==> src/design/sv39pte_pkg.sv <==
// ----------------------------------------------------------------------------
// sv39pte_pkg
// Shared types and constants of the Sv39 page table engine: field widths,
// request and status codes, and the command/status bundles between the
// controller and the datapath.
// ----------------------------------------------------------------------------
package sv39pte_pkg;

  // field widths
  localparam int VA_W     = 39;
  localparam int PA_W     = 56;
  localparam int PPN_W    = 44;
  localparam int PTE_W    = 64;
  localparam int OFFSET_W = 12;
  localparam int VPN_W    = 9;
  localparam int FLAGS_W  = 8;

  // pte layout
  localparam int PTE_V_BIT   = 0;
  localparam int PTE_PPN_LSB = 10;

  // walk levels
  localparam logic [1:0] LVL_ROOT = 2'd2;
  localparam logic [1:0] LVL_LEAF = 2'd0;

  typedef enum logic [1:0] {
    REQ_TRANSLATE = 2'd0,
    REQ_MAP       = 2'd1,
    REQ_UNMAP     = 2'd2,
    REQ_NONE      = 2'd3
  } req_t;

  typedef enum logic [1:0] {
    ST_OK         = 2'd0,
    ST_NOT_MAPPED = 2'd1,
    ST_FULL       = 2'd2,
    ST_OUTSIDE    = 2'd3
  } status_t;

  // controller to datapath
  typedef struct packed {
    logic    clear_step;
    logic    load;
    logic    rd;
    logic    alloc;
    logic    descend;
    logic    wr_leaf;
    logic    out_load;
    status_t out_status;
    logic    out_leaf;
  } dp_cmd_t;

  // datapath to controller
  typedef struct packed {
    logic clear_done;
    logic level_zero;
    logic pte_v;
    logic full;
    logic outside;
    req_t req;
  } dp_stat_t;

endpackage

==> src/design/sv39pte_ctrl.sv <==
// ----------------------------------------------------------------------------
// sv39pte_ctrl
// Controller: sequences the clearing pass, request capture, the read and
// check steps of each walk level, and the hand-off to the result register.
// ----------------------------------------------------------------------------
module sv39pte_ctrl (
  input  logic                  clk,
  input  logic                  rst,
  input  logic                  in_valid,
  output logic                  in_stall,
  input  logic [1:0]            req_type,
  output logic                  out_valid,
  input  logic                  out_stall,
  input  sv39pte_pkg::dp_stat_t stat,
  output sv39pte_pkg::dp_cmd_t  cmd
);

  typedef enum logic [2:0] {
    S_CLEAR,
    S_IDLE,
    S_RD,
    S_CHK,
    S_FIN
  } state_t;

  state_t               state;
  sv39pte_pkg::status_t fin_status;
  logic                 fin_leaf;

  logic                 slot_free;
  logic                 chk_done;
  sv39pte_pkg::status_t chk_status;
  logic                 chk_leaf;

  assign in_stall  = state != S_IDLE;
  assign slot_free = !out_valid || !out_stall;

  // outcome of the check step
  always_comb begin
    chk_done   = 1'b0;
    chk_status = sv39pte_pkg::ST_OK;
    chk_leaf   = 1'b0;
    if (stat.level_zero) begin
      chk_done = 1'b1;
      chk_leaf = stat.req == sv39pte_pkg::REQ_TRANSLATE;
    end else if (!stat.pte_v) begin
      if (stat.req != sv39pte_pkg::REQ_MAP) begin
        chk_done   = 1'b1;
        chk_status = sv39pte_pkg::ST_NOT_MAPPED;
      end else if (stat.full) begin
        chk_done   = 1'b1;
        chk_status = sv39pte_pkg::ST_FULL;
      end
    end else if (stat.outside) begin
      chk_done   = 1'b1;
      chk_status = sv39pte_pkg::ST_OUTSIDE;
    end
  end

  // commands
  always_comb begin
    cmd = '0;
    unique case (state)
      S_CLEAR: cmd.clear_step = 1'b1;
      S_IDLE:  cmd.load = in_valid;
      S_RD:    cmd.rd = 1'b1;
      S_CHK: begin
        cmd.out_status = chk_status;
        cmd.out_leaf   = chk_leaf;
        cmd.out_load   = chk_done && slot_free;
        cmd.wr_leaf    = stat.level_zero && (stat.req == sv39pte_pkg::REQ_MAP ||
                                             stat.req == sv39pte_pkg::REQ_UNMAP);
        cmd.alloc      = !stat.level_zero && !stat.pte_v &&
                         stat.req == sv39pte_pkg::REQ_MAP && !stat.full;
        cmd.descend    = !chk_done && !cmd.alloc;
      end
      S_FIN: begin
        cmd.out_status = fin_status;
        cmd.out_leaf   = fin_leaf;
        cmd.out_load   = slot_free;
      end
      default: cmd = '0;
    endcase
  end

  // state and output valid
  always_ff @(posedge clk) begin
    if (rst) begin
      state      <= S_CLEAR;
      out_valid  <= 1'b0;
      fin_status <= sv39pte_pkg::ST_OK;
      fin_leaf   <= 1'b0;
    end else begin
      if (cmd.out_load) begin
        out_valid <= 1'b1;
      end else if (!out_stall) begin
        out_valid <= 1'b0;
      end
      unique case (state)
        S_CLEAR: begin
          if (stat.clear_done) begin
            state <= S_IDLE;
          end
        end
        S_IDLE: begin
          if (in_valid) begin
            if (req_type == sv39pte_pkg::REQ_NONE) begin
              fin_status <= sv39pte_pkg::ST_OK;
              fin_leaf   <= 1'b0;
              state      <= S_FIN;
            end else begin
              state <= S_RD;
            end
          end
        end
        S_RD: state <= S_CHK;
        S_CHK: begin
          if (!chk_done) begin
            state <= S_RD;
          end else if (slot_free) begin
            state <= S_IDLE;
          end else begin
            fin_status <= chk_status;
            fin_leaf   <= chk_leaf;
            state      <= S_FIN;
          end
        end
        S_FIN: begin
          if (slot_free) begin
            state <= S_IDLE;
          end
        end
        default: state <= S_CLEAR;
      endcase
    end
  end

endmodule

==> config.mk <==
export PLATFORM = sky130hd
export DESIGN_NAME = sv39pte_ctrl
export DESIGN_NICKNAME = d
export VERILOG_FILES = /design/src/design/sv39pte_pkg.sv /design/src/design/sv39pte_ctrl.sv
export SDC_FILE = /design/constraint.sdc
export NUM_CORES = 1
export LEC_CHECK = 0
export BUFFER_PORTS_ARGS = -buffer_cell sky130_fd_sc_hd__buf_2
export CAP_MARGIN = 20
export CELL_PAD_IN_SITES_DETAIL_PLACEMENT = 0
export CELL_PAD_IN_SITES_GLOBAL_PLACEMENT = 1
export CORE_MARGIN = 3
export CORE_UTILIZATION = 33
export DETAILED_ROUTE_END_ITERATION = 12
export PLACE_DENSITY = 0.89
export REMOVE_ABC_BUFFERS = 1
export SYNTH_ARGS = -nofsm -noshare
export SYNTH_HDL_FRONTEND = slang
export SYNTH_SLANG_ARGS = --single-unit
==> constraint.sdc <==
create_clock -name clk -period 2.7 [get_ports clk]
set_clock_uncertainty 0.15 [all_clocks]
set_input_delay 0.27 -clock clk [delete_from_list [all_inputs] [get_ports clk]]
set_output_delay 0.27 -clock clk [all_outputs]
set_load 0.005 [all_outputs]
# Yosys cells after proc, flatten, opt, wreduce, memory -nomap -nowiden
# Cells that the tools add are included.
# W data, S select, Z words.
[classes]
eq_ne = 16
muxes = 35
reduce_logical = 20
[op_table]
columns = ["operator", "count"]
rows = [
  ["$mux W3", 7],
  ["$mux W2", 9],
  ["$mux W1", 15],
  ["$pmux W3 S5", 1],
  ["$ne A2 B2 Y1 const B", 6],
  ["$pmux W4 S2", 1],
  ["$logic_not A1 Y1", 7],
  ["$eq A3 B2 Y1 const B", 2],
  ["$logic_and A1 B1 Y1", 6],
  ["$reduce_and A5 Y1", 1],
  ["$eq A2 B2 Y1 const B", 2],
  ["$ne A2 B1 Y1 const B", 2],
  ["$pmux W2 S2", 1],
  ["$eq A3 B1 Y1 const B", 1],
  ["$eq A3 B3 Y1 const B", 1],
  ["$logic_not A3 Y1", 1],
  ["$ne A3 B1 Y1 const B", 1],
  ["$reduce_and A3 Y1", 1],
  ["$eq A2 B1 Y1 const B", 1],
  ["$logic_not A2 Y1", 1],
  ["$logic_or A1 B1 Y1", 2],
  ["$pmux W1 S2", 1],
  ["$reduce_bool A2 Y1", 1],
]
[word_totals]
register_bits = 7
in_bits = 13

# Longest topological paths before layout
[depth]
word_depth = 7
depth_mapped = 6
ltp_nobuf = 6

# Worst setup path before layout
# No wires, ideal clock.
[synth_path]
path_kind = "input to register"
from = "input port stat[1] (netlist name)"
to = "register fin_leaf"
setup_ns = 0.121
arrival_ns = 1.408
required_ns = 2.429
slack_ns = 1.021
cell_stages = 6
path_cell_list = "inv_1 -> ha_1 -> or4b_4 -> and4_4 -> o2111ai_1 -> a21oi_1"
[synth_via]
elab_chain_cells = 6
word_cells_on_any_way = 11
cone_classes = "eq/ne (2); mux (7); reduce/logical (2)"
[synth_rtl]
columns = ["item", "line", "rtl"]
rows = [
  ["start, declared", "sv39pte_ctrl.sv:14", "input sv39pte_pkg::dp_stat_t stat,"],
  ["$ne A2 B1 Y1", "sv39pte_ctrl.sv:47", "if (stat.req != sv39pte_pkg::REQ_MAP) begin"],
  ["$mux W1", "sv39pte_ctrl.sv:47", ""],
  ["$mux W1", "sv39pte_ctrl.sv:46", "end else if (!stat.pte_v) begin"],
  ["$mux W1", "sv39pte_ctrl.sv:43", "if (stat.level_zero) begin"],
  ["$ne A2 B2 Y1 (no source line)", "n/a", ""],
  ["$reduce_and A5 Y1 (no source line)", "n/a", ""],
  ["end signal, assigned", "sv39pte_ctrl.sv:124", "fin_leaf <= chk_leaf;"],
  ["end, declared", "sv39pte_ctrl.sv:28", "logic fin_leaf;"],
]
# Parallel ways exist; a longest one is shown, timed or not. The select of a mux whose other input is x is not followed.
# A chain may end at the register's enable or synchronous reset.

==> summary by stage <==
Drt
The total number of vias is 623. After detailed routing, the average wire length per cell comes to 12.4 um. For this run, the detailed router's first-pass iteration total came to 4. The post-route antenna net violation count is 0. After the first detailed-routing iteration, the DRC count stood at 9.

In the routed layout, each cell is associated on average with a via count of 5.56. The total wire length after detailed routing is 1390 um. In the routed design, unresolved DRC markers number 0.

Power and ir drop
IR analysis of the VDD net gives a maximum drop of 0.000225 V. The part of the total power dissipated in combinational logic is 27.0%. The total net switching power is 95.2 uW. The leakage power of the design is 0.341 nW. The cell area power density is 425 nW/um2. The relative contribution of sequential cells to total power is 40.7%. The clock network accounts for 32.3% of the total power. Summing internal, switching and leakage power gives 301 uW. Net switching is 31.6% of the power. Internal power comes to 206 uW.

Synthesis
The sequential fraction of the synthesis area is 25.1%. The number of library cell types mapped by synthesis is 38. The cell area after synthesis is 558 um2. For this run, the leading register cell type out of synthesis is sky130_fd_sc_hd__dfxtp_1. The most frequently used cell type in the post-synthesis netlist is sky130_fd_sc_hd__dfxtp_1. Of the post-synthesis cell area, the dominant cell type holds 25.1%. Of all flip-flops after synthesis, the portion carrying an async set or reset was 0%.

The mean instance size in the synthesized netlist is 7.86 um2. After synthesis, the most frequently instantiated cells are sky130_fd_sc_hd__dfxtp_1, sky130_fd_sc_hd__nand2_1, sky130_fd_sc_hd__a21oi_1, sky130_fd_sc_hd__inv_1, sky130_fd_sc_hd__nor2_1. Of all cell types, the one taking the most synthesized area is sky130_fd_sc_hd__dfxtp_1. The count of flip-flops with a built-in enable after synthesis is 0.

The number of instances in the synthesized netlist is 71. Ranked by total cell area, the synthesized netlist is headed by sky130_fd_sc_hd__dfxtp_1, sky130_fd_sc_hd__a21oi_1, sky130_fd_sc_hd__ha_1. After synthesis the netlist holds a flip-flop and latch count of 7. The Yosys step of the flow raised 0 warnings.

Critical path
The endpoint class of the critical path is an output port. The signal on the critical path passes through and3b_1, nand2b_1, a21oi_1, a21o_1, buf_2. Data arrives at the worst endpoint at 1620 ps. The kind of launch point of the worst setup path is a flop. The register-to-register setup slack is 950 ps.

The critical path in this run is classified as reg2out. The reg-to-reg critical path endpoint is fin_status[1]. The cell with the biggest individual delay on the critical path is sky130_fd_sc_hd__dfxtp_1. Of all nets on the critical path, the largest fanout is 9. The startpoint of the worst register-to-register path is state[0].

The number of cells on the worst reg-to-reg path is 4. In this design, the stage delay of the slowest critical-path cell is 460 ps. The required time at the endpoint of the critical path is 2280 ps.

STA
Setup total negative slack on the finished layout was measured at 0 ps. The final-report hold violation count came to 0. The worst path needs 2040 ps of the cycle, external delays included.

The total of endpoints with negative setup slack in the final report is 0. The final period utilization is 75.5%. For this run, the top clock speed supported by timing is 0.490 GHz. The worst-case headroom to the max-slew limit is 81.5%. For the pin with the worst max-slew slack, the measured transition is 277 ps.

The max-slew violation total from the final report is 0. Setup repair after global routing left no endpoint under its margin. The setup slack of the critical path after layout is 661 ps.

Finish
Relative to the synthesized area, the layout overhead comes to 26.9%. After the last flow step, the layout net total stands at 112. The number of antenna diodes in the final layout is 0.

The ratio of cells with drive above 1 in the final layout is 32.3%.

Clocking
The number of buffers inserted during clock tree synthesis is 3. The clock reaches the later pin of the worst-skew pair after 250 ps. In this run the number of H-tree levels came out at 1. Once the clock tree was built, the resizer swapped 0 gates to a different size.

Post-CTS timing repair inserted 0 buffers for setup. The clock transition at the registers of the reported paths is 50 ps. The number of hold buffers added after CTS was 0.

The clock passes through at most 2 buffers. The total clock sinks is 7. The clock root buffer master is sky130_fd_sc_hd__clkbuf_4. TritonCTS built the clock tree.

Die
The floorplan step set the die width to 47.1 um. The floorplan core area is 1540 um2. In this run the count of I/O pins placed on the die edge is 25. The floorplan step defined a die boundary enclosing 2220 um2. From bottom edge to top edge, the die measures 47.1 um.

In this run the core area contains 14 standard-cell rows. The initial core utilization is 36.2%.

GRT
The first-pass GRT wire length is 2160 um. The number of antenna violations at the first check in global routing came to 0. The via count of the first global-routing pass was 546. The global-route usage over all layers is 13.4%. Entering global routing, the biggest net connects 10 pins. Global routing finished with a remaining overflow of 0.

Placed design
The count of buffers added on input and output ports is 24. The detailed-placement wirelength estimate is 1130 um. The minimum setup slack after placement is 805 ps. The routability congestion estimate from global placement is 0.739.

Worst hold path
The worst hold path begins at rst. The worst hold path passes through 2 cells. The endpoint of the worst hold-timing path is fin_leaf.

The path class of the tightest hold or removal check is in2reg.

Job
The tool flagged a number of max-cap violations equal to 0.

Outcome
The flow ran to the end, and the final reports show no timing, DRC or antenna violations.
placed cells by master (no fill, tap or decap), types with 2 or more instances in the layout:
master | synthesis | final
sky130_fd_sc_hd__buf_2 | 1 | 24
sky130_fd_sc_hd__dfxtp_1 | 7 | 7
sky130_fd_sc_hd__nand2_1 | 6 | 6
sky130_fd_sc_hd__a21oi_1 | 5 | 5
sky130_fd_sc_hd__inv_1 | 5 | 5
sky130_fd_sc_hd__nor2_1 | 4 | 4
sky130_fd_sc_hd__nand3_1 | 3 | 3
sky130_fd_sc_hd__nor3_1 | 3 | 3
sky130_fd_sc_hd__clkbuf_4 | 0 | 3
sky130_fd_sc_hd__and2_1 | 2 | 2
sky130_fd_sc_hd__o21ai_0 | 2 | 2
sky130_fd_sc_hd__nand2b_1 | 2 | 2
sky130_fd_sc_hd__o211ai_1 | 2 | 2
sky130_fd_sc_hd__a31oi_1 | 2 | 2
sky130_fd_sc_hd__and4_1 | 2 | 2
sky130_fd_sc_hd__ha_1 | 2 | 2
kinds of logic after synthesis:
logic type / count (synthesis) / synth area share [%]
AO/OA/AOI/OAI: 20 / 24.9
flip-flops: 7 / 25.1
AND/OR/NAND/NOR: 34 / 39.2
adder cells (fa/ha/maj): 2 / 4.48
buffers and inverters: 8 / 6.28
registers in the layout (all words and copies together), names as in the netlist:
| signal | flops |
|---|---|
| fin_leaf | 1 |
| fin_status | 2 |
| out_valid | 1 |
| state | 3 |
metrics by stage:
step	hold WS, ps	instance area, um2	instances	utilization, %
floorplan	189	542	68	-
finish	114	708	112	45.9
global route	119	708	112	45.9
CTS	107	708	112	45.9
detailed placement	312	682	108	44.2
global placement	303	682	108	44.2
worst max path at each step:
stage                        start        to  slack, ps  cells past startpoint
after CTS                 state[0]    cmd[2]        640                      5
final                     state[0]    cmd[2]        660                      5
after floorplan            stat[1]  fin_leaf       1020                      6
after global routing      state[0]    cmd[1]        500                      4
after global placement     stat[1]    cmd[3]        810                      7
after detailed placement   stat[1]    cmd[3]        800                      7
final cells by class:
class,instances,area [um2]
Sequential cell,7,140
Clock buffer,4,26.3
Inverter,5,18.8
Tap cell,16,20.0
Multi-Input combinational cell,56,383
Timing Repair Buffer,24,120
Fill cell,160,833
power groups by stage:
stage | logic [mW] | clock network [mW] | registers [mW]
finish | 0.0814 | 0.0972 | 0.123
global route | 0.0945 | 0.106 | 0.124
CTS | 0.0832 | 0.0995 | 0.122
detailed placement | 0.0826 | 0 | 0.125
global placement | 0.0826 | 0 | 0.124
floorplan | 0.0479 | 0 | 0.121
routing by layer:
metal / vias to the layer above / global-route usage [%] / routed length, um
met4: 0 / 1.66 / 14
li1: 319 / - / -
met1: 282 / 15.7 / 564
met3: 2 / 5.36 / 115
met2: 20 / 23.6 / 699
met5: - / 0 / 0
worst max-delay path, delay by kind of cell, from the launching register on:
family                 cells  cell delay [ps]
buffers and inverters      1              100
AND/OR/NAND/NOR            2              480
flip-flops                 1              460
AO/OA/AOI/OAI              2              320
Power figures use the tool's default switching activity.
